`config.mk`:
```
export PLATFORM = sky130hd
export DESIGN_NAME = track_odometry_and_tilt_qualifier_flat
export DESIGN_NICKNAME = d
export VERILOG_FILES = /design/src/sv/tots_pkg.sv /design/src/sv/tots_if.sv /design/src/sv/track_odometry_and_tilt_qualifier.sv /design/src/sv/tots_front.sv /design/src/sv/tots_fifo.sv /design/src/sv/tots_back.sv /design/src/flat_wrapper.sv
export SDC_FILE = /design/constraint.sdc
export NUM_CORES = 2
export LEC_CHECK = 0
export CAP_MARGIN = 20
export CORE_ASPECT_RATIO = 2
export CORE_MARGIN = 3
export CORE_UTILIZATION = 50
export CTS_BUF_LIST = sky130_fd_sc_hd__clkbuf_8 sky130_fd_sc_hd__clkbuf_16
export DETAILED_ROUTE_END_ITERATION = 10
export DONT_BUFFER_PORTS = 1
export HOLD_SLACK_MARGIN = 0.03
export PLACE_DENSITY = 0.68
export SYNTH_ARGS = -nofsm -noshare
export SYNTH_HDL_FRONTEND = slang
export SYNTH_SLANG_ARGS = --single-unit
```
`constraint.sdc`:
```
create_clock -name clock -period 9.4 [get_ports clock]
set_clock_uncertainty 0.15 [all_clocks]
set_input_delay 0 -clock clock [delete_from_list [all_inputs] [get_ports clock]]
set_output_delay 0 -clock clock [all_outputs]
set_load 0.05 [all_outputs]
```
`src/sv/tots_pkg.sv`:
```
// Shared types and constants for the track odometry and tilt qualifier.
// Holds the register map, the configuration struct and the queue entry.
// No dependencies.
package tots_pkg;

   // Configuration port geometry
   localparam int CSR_INDEX_W = 3;
   localparam int CSR_DATA_W  = 24;

   // Register indexes
   localparam logic [CSR_INDEX_W-1:0] REG_CLICK_SCALE_LEFT  = 3'd0;
   localparam logic [CSR_INDEX_W-1:0] REG_CLICK_SCALE_RIGHT = 3'd1;
   localparam logic [CSR_INDEX_W-1:0] REG_TILT_OFFSET       = 3'd2;
   localparam logic [CSR_INDEX_W-1:0] REG_TILT_SCALE        = 3'd3;
   localparam logic [CSR_INDEX_W-1:0] REG_MIN_TILT          = 3'd4;
   localparam logic [CSR_INDEX_W-1:0] REG_MAX_TILT          = 3'd5;
   localparam logic [CSR_INDEX_W-1:0] REG_MAX_TILT_STEP     = 3'd6;
   localparam logic [CSR_INDEX_W-1:0] REG_RAW_ENABLE        = 3'd7;

   // Field widths
   localparam int CLICK_W  = 16;
   localparam int SCALE_W  = 20;
   localparam int DPROD_W  = CLICK_W + SCALE_W + 1;  // signed click x unsigned scale
   localparam int TRACK_W  = 48;
   localparam int RAW_W    = 32;
   localparam int ANGLE_W  = 24;
   localparam int TSCALE_W = 24;
   localparam int TDIFF_W  = CLICK_W + 1;
   localparam int TPROD_W  = TDIFF_W + TSCALE_W + 1;
   localparam int DIR_W    = 2;

   // Opcodes
   localparam logic OP_SAMPLE = 1'b0;
   localparam logic OP_CLEAR  = 1'b1;

   // Direction codes
   localparam logic [DIR_W-1:0] DIR_STILL = 2'b00;
   localparam logic [DIR_W-1:0] DIR_UP    = 2'b01;
   localparam logic [DIR_W-1:0] DIR_DOWN  = 2'b11;

   // Dead band, 0.5 degree in 1/256 degree units
   localparam logic [ANGLE_W:0] DEAD_BAND = 25'd128;

   // Rounding half step before the divide by 256
   localparam logic signed [TPROD_W-1:0] ROUND_HALF = 42'sd128;

   // Angle saturation bounds
   localparam logic signed [ANGLE_W-1:0] ANGLE_MAX = 24'sh7FFFFF;
   localparam logic signed [ANGLE_W-1:0] ANGLE_MIN = 24'sh800000;

   typedef struct packed {
      logic [SCALE_W-1:0]         click_scale_left;
      logic [SCALE_W-1:0]         click_scale_right;
      logic signed [CLICK_W-1:0]  tilt_offset;
      logic [TSCALE_W-1:0]        tilt_scale;
      logic signed [ANGLE_W-1:0]  min_tilt;
      logic signed [ANGLE_W-1:0]  max_tilt;
      logic [ANGLE_W-1:0]         max_tilt_step;
      logic                       raw_enable;
   } cfg_type;

   // One classified item between front and back
   typedef struct packed {
      logic                       opcode;
      logic signed [CLICK_W-1:0]  left_clicks;
      logic signed [CLICK_W-1:0]  right_clicks;
      logic signed [DPROD_W-1:0]  dist_left;
      logic signed [DPROD_W-1:0]  dist_right;
      logic signed [ANGLE_W-1:0]  angle;
   } entry_type;

endpackage

```
`src/sv/tots_if.sv`:
```
// Valid/ready channel interfaces for sample requests and results.
// Depends on tots_pkg for field widths.
interface tots_req_if;
   import tots_pkg::*;
   logic                      valid;
   logic                      ready;
   logic                      opcode;
   logic signed [CLICK_W-1:0] left_clicks;
   logic signed [CLICK_W-1:0] right_clicks;
   logic signed [CLICK_W-1:0] tilt_raw;

   modport source (output valid, output opcode, output left_clicks, output right_clicks,
                   output tilt_raw, input ready);
   modport sink   (input valid, input opcode, input left_clicks, input right_clicks,
                   input tilt_raw, output ready);
endinterface

interface tots_rsp_if;
   import tots_pkg::*;
   logic                      valid;
   logic                      ready;
   logic signed [TRACK_W-1:0] odo_left;
   logic signed [TRACK_W-1:0] odo_right;
   logic signed [RAW_W-1:0]   raw_left;
   logic signed [RAW_W-1:0]   raw_right;
   logic                      raw_valid;
   logic signed [ANGLE_W-1:0] arm_tilt;
   logic                      tilt_good;
   logic signed [DIR_W-1:0]   tilt_direction;

   modport source (output valid, output odo_left, output odo_right, output raw_left,
                   output raw_right, output raw_valid, output arm_tilt, output tilt_good,
                   output tilt_direction, input ready);
   modport sink   (input valid, input odo_left, input odo_right, input raw_left,
                   input raw_right, input raw_valid, input arm_tilt, input tilt_good,
                   input tilt_direction, output ready);
endinterface

```
`src/sv/track_odometry_and_tilt_qualifier.sv`:
```
// Track odometry and arm tilt qualifier, top level.
// A result passes through the product register, the queue memory and the back end's
// output register; a full queue or a stalled receiver can hold it on the way.
// Throughput: one item per cycle unless the receiver stalls; the back end sets it.
// Reset: synchronous; clears sums, tilt state, queue and valids, and loads
// register defaults. Depends on tots_pkg, tots_if, tots_front, tots_fifo, tots_back.
module track_odometry_and_tilt_qualifier
   import tots_pkg::*;
#(
   parameter int FIFO_DEPTH = 4
) (
   input  logic                    clock,
   input  logic                    reset,
   tots_req_if.sink                req_chan,
   tots_rsp_if.source              rsp_chan,
   input  logic                    csr_wr_en,
   input  logic [CSR_INDEX_W-1:0]  csr_index,
   input  logic [CSR_DATA_W-1:0]   csr_wdata
);

   cfg_type   cfg_ff;
   logic      q_push, q_full, q_pop, q_nonempty;
   entry_type q_data, q_head;

   // Configuration registers
   always_ff @(posedge clock) begin
      if (reset) begin
         cfg_ff.click_scale_left  <= '0;
         cfg_ff.click_scale_right <= '0;
         cfg_ff.tilt_offset       <= '0;
         cfg_ff.tilt_scale        <= 24'd256;
         cfg_ff.min_tilt          <= ANGLE_MIN;
         cfg_ff.max_tilt          <= ANGLE_MAX;
         cfg_ff.max_tilt_step     <= '1;
         cfg_ff.raw_enable        <= 1'b1;
      end else if (csr_wr_en) begin
         unique case (csr_index)
            REG_CLICK_SCALE_LEFT:  cfg_ff.click_scale_left  <= csr_wdata[SCALE_W-1:0];
            REG_CLICK_SCALE_RIGHT: cfg_ff.click_scale_right <= csr_wdata[SCALE_W-1:0];
            REG_TILT_OFFSET:       cfg_ff.tilt_offset       <= $signed(csr_wdata[CLICK_W-1:0]);
            REG_TILT_SCALE:        cfg_ff.tilt_scale        <= csr_wdata[TSCALE_W-1:0];
            REG_MIN_TILT:          cfg_ff.min_tilt          <= $signed(csr_wdata[ANGLE_W-1:0]);
            REG_MAX_TILT:          cfg_ff.max_tilt          <= $signed(csr_wdata[ANGLE_W-1:0]);
            REG_MAX_TILT_STEP:     cfg_ff.max_tilt_step     <= csr_wdata[ANGLE_W-1:0];
            REG_RAW_ENABLE:        cfg_ff.raw_enable        <= csr_wdata[0];
            default: ;
         endcase
      end
   end

   tots_front u_front (
      .clock    (clock),
      .reset    (reset),
      .req_chan (req_chan),
      .cfg      (cfg_ff),
      .q_full   (q_full),
      .q_push   (q_push),
      .q_data   (q_data)
   );

   tots_fifo #(
      .DEPTH (FIFO_DEPTH)
   ) u_fifo (
      .clock     (clock),
      .reset     (reset),
      .push      (q_push),
      .push_data (q_data),
      .full      (q_full),
      .pop       (q_pop),
      .nonempty  (q_nonempty),
      .head      (q_head)
   );

   tots_back u_back (
      .clock      (clock),
      .reset      (reset),
      .cfg        (cfg_ff),
      .q_nonempty (q_nonempty),
      .q_head     (q_head),
      .q_pop      (q_pop),
      .rsp_chan   (rsp_chan)
   );

endmodule

```
`src/sv/tots_front.sv`:
```
// Front end: accepts request transfers, forms the scaled products and the
// rounded, saturated tilt angle, and pushes one entry per item into the queue.
// Depends on tots_pkg and tots_req_if.
module tots_front
   import tots_pkg::*;
(
   input  logic       clock,
   input  logic       reset,
   tots_req_if.sink   req_chan,
   input  cfg_type    cfg,
   input  logic       q_full,
   output logic       q_push,
   output entry_type  q_data
);

   logic                      valid_ff, valid_in;
   logic                      opcode_ff;
   logic signed [CLICK_W-1:0] lc_ff, rc_ff;
   logic signed [DPROD_W-1:0] pl_ff, pr_ff, pl_in, pr_in;
   logic signed [TPROD_W-1:0] pt_ff, pt_in;
   logic signed [TDIFF_W-1:0] tdiff;
   logic signed [SCALE_W:0]   scl_l, scl_r;
   logic signed [TSCALE_W:0]  scl_t;
   logic signed [TPROD_W-1:0] rounded;
   logic signed [TPROD_W-9:0] shifted;
   logic signed [ANGLE_W-1:0] angle;
   logic                      accept;

   // Stage register frees up when its entry moves into the queue
   assign q_push         = valid_ff && !q_full;
   assign req_chan.ready = !valid_ff || !q_full;
   assign accept         = req_chan.valid && req_chan.ready;

   // Multiplies, one per field
   assign scl_l = $signed({1'b0, cfg.click_scale_left});
   assign scl_r = $signed({1'b0, cfg.click_scale_right});
   assign scl_t = $signed({1'b0, cfg.tilt_scale});
   assign tdiff = TDIFF_W'(req_chan.tilt_raw) - TDIFF_W'(cfg.tilt_offset);
   assign pl_in = DPROD_W'(req_chan.left_clicks) * DPROD_W'(scl_l);
   assign pr_in = DPROD_W'(req_chan.right_clicks) * DPROD_W'(scl_r);
   assign pt_in = TPROD_W'(tdiff) * TPROD_W'(scl_t);

   always_comb begin
      valid_in = valid_ff;
      if (accept) begin
         valid_in = 1'b1;
      end else if (q_push) begin
         valid_in = 1'b0;
      end
   end

   always_ff @(posedge clock) begin
      if (reset) begin
         valid_ff <= 1'b0;
      end else begin
         valid_ff <= valid_in;
      end
   end

   always_ff @(posedge clock) begin
      if (accept) begin
         opcode_ff <= req_chan.opcode;
         lc_ff     <= req_chan.left_clicks;
         rc_ff     <= req_chan.right_clicks;
         pl_ff     <= pl_in;
         pr_ff     <= pr_in;
         pt_ff     <= pt_in;
      end
   end

   // Round to nearest 1/256 degree (halves up), then saturate to 24 bits
   assign rounded = pt_ff + ROUND_HALF;
   assign shifted = rounded[TPROD_W-1:8];

   always_comb begin
      if (shifted > (TPROD_W-8)'(ANGLE_MAX)) begin
         angle = ANGLE_MAX;
      end else if (shifted < (TPROD_W-8)'(ANGLE_MIN)) begin
         angle = ANGLE_MIN;
      end else begin
         angle = shifted[ANGLE_W-1:0];
      end
   end

   always_comb begin
      q_data.opcode       = opcode_ff;
      q_data.left_clicks  = lc_ff;
      q_data.right_clicks = rc_ff;
      q_data.dist_left    = pl_ff;
      q_data.dist_right   = pr_ff;
      q_data.angle        = angle;
   end

endmodule

```
`src/sv/tots_fifo.sv`:
```
// Short queue of classified items between front and back ends.
// Depends on tots_pkg for the entry type.
module tots_fifo
   import tots_pkg::*;
#(
   parameter int DEPTH = 4
) (
   input  logic       clock,
   input  logic       reset,
   input  logic       push,
   input  entry_type  push_data,
   output logic       full,
   input  logic       pop,
   output logic       nonempty,
   output entry_type  head
);

   localparam int PTR_W = $clog2(DEPTH);
   localparam int CNT_W = $clog2(DEPTH + 1);

   entry_type            mem_ff [DEPTH];
   logic [PTR_W-1:0]     wr_ptr_ff, rd_ptr_ff;
   logic [CNT_W-1:0]     count_ff;

   assign full     = count_ff == CNT_W'(DEPTH);
   assign nonempty = count_ff != '0;
   assign head     = mem_ff[rd_ptr_ff];

   always_ff @(posedge clock) begin
      if (push) begin
         mem_ff[wr_ptr_ff] <= push_data;
      end
   end

   // Pointers wrap at DEPTH so any depth works
   always_ff @(posedge clock) begin
      if (reset) begin
         wr_ptr_ff <= '0;
         rd_ptr_ff <= '0;
         count_ff  <= '0;
      end else begin
         if (push) begin
            wr_ptr_ff <= (wr_ptr_ff == PTR_W'(DEPTH - 1)) ? '0 : wr_ptr_ff + PTR_W'(1);
         end
         if (pop) begin
            rd_ptr_ff <= (rd_ptr_ff == PTR_W'(DEPTH - 1)) ? '0 : rd_ptr_ff + PTR_W'(1);
         end
         if (push && !pop) begin
            count_ff <= count_ff + CNT_W'(1);
         end else if (pop && !push) begin
            count_ff <= count_ff - CNT_W'(1);
         end
      end
   end

endmodule

```
`src/sv/tots_back.sv`:
```
// Back end: applies queued items to the odometry sums and tilt state, and
// holds each result in an output register until the rsp transfer.
// Depends on tots_pkg and tots_rsp_if.
module tots_back
   import tots_pkg::*;
(
   input  logic       clock,
   input  logic       reset,
   input  cfg_type    cfg,
   input  logic       q_nonempty,
   input  entry_type  q_head,
   output logic       q_pop,
   tots_rsp_if.source rsp_chan
);

   // Running state
   logic [TRACK_W-1:0]        dl_ff, dl_in, dr_ff, dr_in;
   logic [RAW_W-1:0]          rl_ff, rl_in, rr_ff, rr_in;
   logic signed [ANGLE_W-1:0] last_ff, last_in;
   logic [DIR_W-1:0]          sign_ff, sign_in;

   // Output register
   logic                      out_valid_ff, out_valid_in;
   logic [TRACK_W-1:0]        o_tl_ff, o_tr_ff;
   logic [RAW_W-1:0]          o_rl_ff, o_rr_ff;
   logic                      o_rv_ff, o_good_ff, good;

   logic signed [ANGLE_W:0]   d;
   logic [ANGLE_W:0]          ad;
   logic                      in_range;

   assign q_pop = q_nonempty && (!out_valid_ff || rsp_chan.ready);

   // Tilt difference against the last good angle
   assign d        = {q_head.angle[ANGLE_W-1], q_head.angle} - {last_ff[ANGLE_W-1], last_ff};
   assign ad       = d[ANGLE_W] ? 25'(-d) : 25'(d);
   assign in_range = (q_head.angle > cfg.min_tilt) && (q_head.angle < cfg.max_tilt)
                     && (ad < {1'b0, cfg.max_tilt_step});

   // Next state for one item
   always_comb begin
      dl_in   = dl_ff;
      dr_in   = dr_ff;
      rl_in   = rl_ff;
      rr_in   = rr_ff;
      last_in = last_ff;
      sign_in = sign_ff;
      good    = 1'b0;
      if (q_head.opcode == OP_CLEAR) begin
         dl_in = '0;
         dr_in = '0;
         if (cfg.raw_enable) begin
            rl_in = '0;
            rr_in = '0;
         end
      end else begin
         dl_in = dl_ff + {{(TRACK_W-DPROD_W){q_head.dist_left[DPROD_W-1]}}, q_head.dist_left};
         dr_in = dr_ff + {{(TRACK_W-DPROD_W){q_head.dist_right[DPROD_W-1]}},
                          q_head.dist_right};
         if (cfg.raw_enable) begin
            rl_in = rl_ff + {{(RAW_W-CLICK_W){q_head.left_clicks[CLICK_W-1]}},
                             q_head.left_clicks};
            rr_in = rr_ff + {{(RAW_W-CLICK_W){q_head.right_clicks[CLICK_W-1]}},
                             q_head.right_clicks};
         end
         if (in_range) begin
            good    = 1'b1;
            last_in = q_head.angle;
            // dead band; exactly half a degree keeps the old sign
            if (ad < DEAD_BAND) begin
               sign_in = DIR_STILL;
            end else if (d > $signed(DEAD_BAND)) begin
               sign_in = DIR_UP;
            end else if (d < -$signed(DEAD_BAND)) begin
               sign_in = DIR_DOWN;
            end
         end
      end
   end

   always_comb begin
      out_valid_in = out_valid_ff;
      if (q_pop) begin
         out_valid_in = 1'b1;
      end else if (rsp_chan.ready) begin
         out_valid_in = 1'b0;
      end
   end

   always_ff @(posedge clock) begin
      if (reset) begin
         dl_ff        <= '0;
         dr_ff        <= '0;
         rl_ff        <= '0;
         rr_ff        <= '0;
         last_ff      <= '0;
         sign_ff      <= DIR_STILL;
         out_valid_ff <= 1'b0;
      end else begin
         out_valid_ff <= out_valid_in;
         if (q_pop) begin
            dl_ff   <= dl_in;
            dr_ff   <= dr_in;
            rl_ff   <= rl_in;
            rr_ff   <= rr_in;
            last_ff <= last_in;
            sign_ff <= sign_in;
         end
      end
   end

   // Result payload
   always_ff @(posedge clock) begin
      if (q_pop) begin
         o_tl_ff   <= dl_in;
         o_tr_ff   <= dr_in;
         o_rl_ff   <= cfg.raw_enable ? rl_in : '0;
         o_rr_ff   <= cfg.raw_enable ? rr_in : '0;
         o_rv_ff   <= cfg.raw_enable;
         o_good_ff <= good;
      end
   end

   assign rsp_chan.valid          = out_valid_ff;
   assign rsp_chan.odo_left       = $signed(o_tl_ff);
   assign rsp_chan.odo_right      = $signed(o_tr_ff);
   assign rsp_chan.raw_left       = $signed(o_rl_ff);
   assign rsp_chan.raw_right      = $signed(o_rr_ff);
   assign rsp_chan.raw_valid      = o_rv_ff;
   assign rsp_chan.arm_tilt       = last_ff;
   assign rsp_chan.tilt_good      = o_good_ff;
   assign rsp_chan.tilt_direction = $signed(sign_ff);

endmodule

```
`src/flat_wrapper.sv`:
```
// flat-port wrapper written by rule: the top's interface ports become plain ports
module track_odometry_and_tilt_qualifier_flat import tots_pkg::*;
#(
   parameter int FIFO_DEPTH = 4
)
  (clock, reset, csr_wr_en, csr_index, csr_wdata, req_chan_valid, req_chan_opcode, req_chan_left_clicks, req_chan_right_clicks, req_chan_tilt_raw, req_chan_ready, rsp_chan_valid, rsp_chan_odo_left, rsp_chan_odo_right, rsp_chan_raw_left, rsp_chan_raw_right, rsp_chan_raw_valid, rsp_chan_arm_tilt, rsp_chan_tilt_good, rsp_chan_tilt_direction, rsp_chan_ready);
  tots_req_if req_chan_i ();
  tots_rsp_if rsp_chan_i ();
  input  logic clock;
  input  logic reset;
  input  logic csr_wr_en;
  input  logic [CSR_INDEX_W-1:0] csr_index;
  input  logic [CSR_DATA_W-1:0] csr_wdata;
  input wire logic [$bits(req_chan_i.valid)-1:0] req_chan_valid;
  input wire logic [$bits(req_chan_i.opcode)-1:0] req_chan_opcode;
  input wire logic [$bits(req_chan_i.left_clicks)-1:0] req_chan_left_clicks;
  input wire logic [$bits(req_chan_i.right_clicks)-1:0] req_chan_right_clicks;
  input wire logic [$bits(req_chan_i.tilt_raw)-1:0] req_chan_tilt_raw;
  output wire logic [$bits(req_chan_i.ready)-1:0] req_chan_ready;
  output wire logic [$bits(rsp_chan_i.valid)-1:0] rsp_chan_valid;
  output wire logic [$bits(rsp_chan_i.odo_left)-1:0] rsp_chan_odo_left;
  output wire logic [$bits(rsp_chan_i.odo_right)-1:0] rsp_chan_odo_right;
  output wire logic [$bits(rsp_chan_i.raw_left)-1:0] rsp_chan_raw_left;
  output wire logic [$bits(rsp_chan_i.raw_right)-1:0] rsp_chan_raw_right;
  output wire logic [$bits(rsp_chan_i.raw_valid)-1:0] rsp_chan_raw_valid;
  output wire logic [$bits(rsp_chan_i.arm_tilt)-1:0] rsp_chan_arm_tilt;
  output wire logic [$bits(rsp_chan_i.tilt_good)-1:0] rsp_chan_tilt_good;
  output wire logic [$bits(rsp_chan_i.tilt_direction)-1:0] rsp_chan_tilt_direction;
  input wire logic [$bits(rsp_chan_i.ready)-1:0] rsp_chan_ready;
  assign req_chan_i.valid = req_chan_valid;
  assign req_chan_i.opcode = req_chan_opcode;
  assign req_chan_i.left_clicks = req_chan_left_clicks;
  assign req_chan_i.right_clicks = req_chan_right_clicks;
  assign req_chan_i.tilt_raw = req_chan_tilt_raw;
  assign req_chan_ready = req_chan_i.ready;
  assign rsp_chan_valid = rsp_chan_i.valid;
  assign rsp_chan_odo_left = rsp_chan_i.odo_left;
  assign rsp_chan_odo_right = rsp_chan_i.odo_right;
  assign rsp_chan_raw_left = rsp_chan_i.raw_left;
  assign rsp_chan_raw_right = rsp_chan_i.raw_right;
  assign rsp_chan_raw_valid = rsp_chan_i.raw_valid;
  assign rsp_chan_arm_tilt = rsp_chan_i.arm_tilt;
  assign rsp_chan_tilt_good = rsp_chan_i.tilt_good;
  assign rsp_chan_tilt_direction = rsp_chan_i.tilt_direction;
  assign rsp_chan_i.ready = rsp_chan_ready;
  track_odometry_and_tilt_qualifier #(.FIFO_DEPTH(FIFO_DEPTH)) u_core (.clock(clock), .reset(reset), .req_chan(req_chan_i), .rsp_chan(rsp_chan_i), .csr_wr_en(csr_wr_en), .csr_index(csr_index), .csr_wdata(csr_wdata));
endmodule
```
==> PnR_summary.wiki <==
{| class="wikitable"
! Metric !! Value
|-
| Worst hold slack || 48.6 ps
|-
| Number of nets with antenna violations after detailed routing || 0
|-
| Count of warnings emitted by yosys || 0
|-
| Gate Count Post-Synth || 8,346
|-
| Routed Wire Length || 239 mm
|-
| Signed area change from the synthesized netlist to the final layout || 9.14%
|-
| Dpl hpwl || 176 mm
|-
| Number of buffer cells added on primary ports || 0
|-
| Initial drt markers || 3,934
|-
| Worst vdd ir || 0.385 mV
|-
| Worst-case clock buffer depth || 3
|-
| Largest family of logic cells by synthesized area || adder cells
|-
| Most common cell after layout, fill and taps aside || sky130_fd_sc_hd__nand2_1
|-
| Die Outline Area || 180,000 sq um
|-
| Arrival time worst endpoint || 9410 ps
|-
| Global-route wire length before repair || 367 mm
|-
| Internal reg-to-reg setup slack || 330 ps
|-
| Count of pins over their slew limit || 0
|-
| Initial standard-cell utilization of the core || 50.4%
|-
| Fraction of registers with async set/reset || 0%
|-
| Setup tns final || 0 ps
|-
| Placed standard-cell area || 90,100 sq um
|-
| Crit path to || u_core.u_front.pt_ff[36]
|-
| Flip-flop and latch count after synthesis || 1,178
|-
| Detailed-route wire length per cell || 22.2 um
|-
| Highest-count cells in the layout ignoring fill and taps || sky130_fd_sc_hd__nand2_1 (1,212), sky130_fd_sc_hd__inv_1 (1,183), sky130_fd_sc_hd__fa_1 (833)
|-
| Startpoint kind of the worst setup timing path || register
|-
| Worst r2r path cells || 40
|-
| Adder-Cell Fraction of Synth Area || 28.7%
|-
| Reg-to-Reg End || u_core.u_front.pt_ff[36]
|-
| Syn_nets || 9,934
|-
| Number of standard cells in the final layout excluding fillers || 10,800
|-
| Transition at the pin with the smallest max-transition slack || 1200 ps
|-
| Standby leakage power || 0.0404 uW
|-
| Via count of the first global-routing pass || 66,200
|-
| Core Region || 174,000 sq um
|-
| Multiplexer fraction of the synthesized cell area || 3.74%
|-
| Mapped cell area || 87,500 sq um
|-
| Fraction of synthesized cell area in xor and xnor cells || 2.78%
|-
| Clock transition time at the flip-flop clock pins of the worst setup and hold paths || 70 ps
|-
| Routability cong. || 0.931
|-
| Total Routing Usage GR || 26.6%
|-
| CTS tree || built
|-
| CTS sink cnt || 1,178
|-
| DR vias || 61,700
|-
| Buffer type at the clock tree root || sky130_fd_sc_hd__clkbuf_16
|-
| Number of antenna violations at the first check in global routing || 25
|-
| Total clock buffers created by CTS || 106
|-
| Per-cell via count in the routed design || 5.72
|-
| Period Utilization, post-route || 96.5%
|-
| Max_slew headroom || 20.1%
|-
| Primary FF master, synth || sky130_fd_sc_hd__edfxtp_1
|-
| Number of nets at the end of the flow || 9,960
|-
| Final global-route overflow total || 0
|-
| Count of maximum capacitance violations || 0
|-
| Launch point of the critical path || u_core.cfg_ff[97]
|-
| Total power || 24,000 uW
|-
| Cell row count || 216
|-
| Minimum period implied by the final worst setup slack || 9070 ps
|-
| Final hold viol count || 0
|-
| PwrDens || 251 nW/um^2
|-
| Fraction of final layout cells with drive strength greater than 1 || 6.39%
|-
| Worst-path cell with the longest stage delay || sky130_fd_sc_hd__fa_1
|-
| Die width || 302 um
|-
| Simple-Gate Fraction of Synth Area || 13.8%
|-
| Critical path's largest stage delay || 610 ps
|-
| Max Fanout on Critical Path || 5
|-
| Clock H-tree levels || 3
|-
| Placed Cells incl. Taps || 10,400
|-
| Pre-Repair DR Iteration Count || 6
|-
| Clock network latency to the later pin of the worst-skew pair || 750 ps
|-
| Post-Synthesis Mean Instance Area || 10.5 sq um
|-
| Class of the tightest hold or removal check || input pin to register
|-
| Crit. End Element || register
|-
| Distinct cells, synth || 85
|-
| Run status || complete, no violations
|-
| Cell type with the highest occurrence count on the critical path || sky130_fd_sc_hd__fa_1
|-
| # DRC || 0
|-
| Die H || 597 um
|-
| Total non-filler cell area in the finished layout || 95,400 sq um
|-
| Synth Area in Compound Gates || 7.97%
|-
| CP Data Required Time || 9740 ps
|-
| Kind of critical path || register to register
|-
| Finish-stage setup viols || 0
|-
| I/O pin total || 271
|-
| Largest net degree at the start of global routing || 316
|-
| F_max || 0.110 GHz
|-
| EDFF count, synth || 828
|-
| Sequential share of the synthesized area || 36.4%
|-
| Worst R2R Start || u_core.cfg_ff[97]
|}
per-stage QoR:
stage          util, %  setup slack (ps)
6_report          55.0               328
5_1_grt           55.0             -25.8
4_1_cts           54.8              3.14
3_5_place_dp      51.9              -295
3_3_place_gp      51.9              -216
2_1_floorplan        -               504
cell families (layout without fill, tap and decap cells):
kind of cell,count (synthesis),in the layout
muxes,164,164
adders and majority gates,1507,1507
DFF,1178,1178
buffers and inverters,1513,1633
xor gates and xnor gates,278,278
and+or+nand+nor,2600,2600
AOI/OAI and AO/OA,1106,1106
other,0,23
layout make-up:
type / instances / area [sq um]
fill: 14900 / 78100
antenna: 23 / 57.6
sequential: 1178 / 31900
inverter: 1164 / 4380
tap: 2289 / 2860
multi-input combinational: 5655 / 50100
clock inverter: 83 / 833
timing repair buffer: 267 / 2430
clock buffer: 119 / 2890
how the worst min path moves through the flow:
| stage | start | end | cells after the start |
|---|---|---|---|
| 6_report | csr_wr_en | u_core.cfg_ff[63] | 4 |
| 5_1_grt | csr_wr_en | u_core.cfg_ff[63] | 4 |
| 4_1_cts | csr_index[1] | u_core.cfg_ff[130] | 4 |
| 3_3_place_gp | req_chan_opcode | u_core.u_front.opcode_ff | 0 |
| 2_1_floorplan | req_chan_left_clicks[0] | u_core.u_front.lc_ff[0] | 0 |
| 3_5_place_dp | req_chan_opcode | u_core.u_front.opcode_ff | 0 |
cells in the mapped netlist, types with 11 or more instances:
master                     instances  area [sq um]
sky130_fd_sc_hd__o211ai_1         11          82.6
sky130_fd_sc_hd__a21o_1          116           871
sky130_fd_sc_hd__o21a_1           59           443
sky130_fd_sc_hd__clkbuf_1        313          1170
sky130_fd_sc_hd__nor2b_1          96           601
sky130_fd_sc_hd__o21bai_1         33           248
sky130_fd_sc_hd__nand3b_1         51           383
sky130_fd_sc_hd__nor3_1           85           425
sky130_fd_sc_hd__ha_1            672          8410
sky130_fd_sc_hd__fa_1            835         16700
sky130_fd_sc_hd__nor2_1          441          1660
sky130_fd_sc_hd__a21boi_0         14           105
sky130_fd_sc_hd__a31oi_1          33           206
sky130_fd_sc_hd__nand4_1          32           200
sky130_fd_sc_hd__and3_1           40           250
sky130_fd_sc_hd__a22oi_1          47           353
sky130_fd_sc_hd__mux2i_1          32           320
sky130_fd_sc_hd__o21ai_0         198           991
sky130_fd_sc_hd__nand3_1          80           400
sky130_fd_sc_hd__buf_1            27           101
sky130_fd_sc_hd__a211o_1          15           131
sky130_fd_sc_hd__a22o_1           17           149
sky130_fd_sc_hd__or4_1            11          82.6
sky130_fd_sc_hd__mux4_2          130          2930
sky130_fd_sc_hd__or3_1            21           131
sky130_fd_sc_hd__nand2_1        1213          4550
sky130_fd_sc_hd__o31ai_1          18           135
sky130_fd_sc_hd__nand2b_1         81           507
sky130_fd_sc_hd__xor2_1          105           920
sky130_fd_sc_hd__xnor2_1         173          1520
sky130_fd_sc_hd__a21oi_1         398          1990
sky130_fd_sc_hd__inv_1          1163          4370
sky130_fd_sc_hd__edfxtp_1        828         24900
sky130_fd_sc_hd__a211oi_1         39           293
sky130_fd_sc_hd__nor4_1           12          75.1
sky130_fd_sc_hd__dfxtp_1         350          7010
sky130_fd_sc_hd__or2_2            29           181
sky130_fd_sc_hd__and2_1          377          2360
worst max-delay path, delay by kind of cell (launching register included):
kind | cells | cell delay, ps
xor gates and xnor gates | 1 | 70
AOI/OAI and AO/OA | 17 | 2880
and+or+nand+nor | 7 | 750
adders and majority gates | 9 | 3840
DFF | 1 | 330
buffers and inverters | 6 | 790
state kept, by name, summed over array words and instances, names as in the netlist, 37 cells and up, named ones only:
| name | cells |
|---|---|
| u_core.u_back.rsp_chan.odo_right | 48 |
| u_core.cfg_ff | 153 |
| u_core.u_fifo.mem_ff | 524 |
| u_core.u_front.pr_ff | 37 |
| u_core.u_back.dr_ff | 48 |
| u_core.u_front.pl_ff | 37 |
| u_core.u_back.dl_ff | 48 |
| u_core.u_back.rsp_chan.odo_left | 48 |
where the power goes:
group	switching (uW)	leakage [uW]	internal, uW
clock network	2090	0.00185	2450
registers	2000	0.0106	6980
logic	6420	0.0280	4050
total	10500	0.0404	13500
per-layer routing:
metal	vias to the layer above	wire length [um]	global-route usage [%]
li1	27700	-	-
met5	-	50	0
met4	8	17700	17.1
met3	854	14900	4.24
met1	30800	78600	26.8
met2	2300	128000	50.1
repair_timing:
item                                    in CTS  in global routing
hold buffers                               123                  5
endpoints found under the hold margin      416                 46
pin swaps                                    0                 25
endpoints found under the setup margin       6                  8
buffers inserted                             0                 11
gates resized for setup                     13                 34
(Power assumes the default switching activity.)
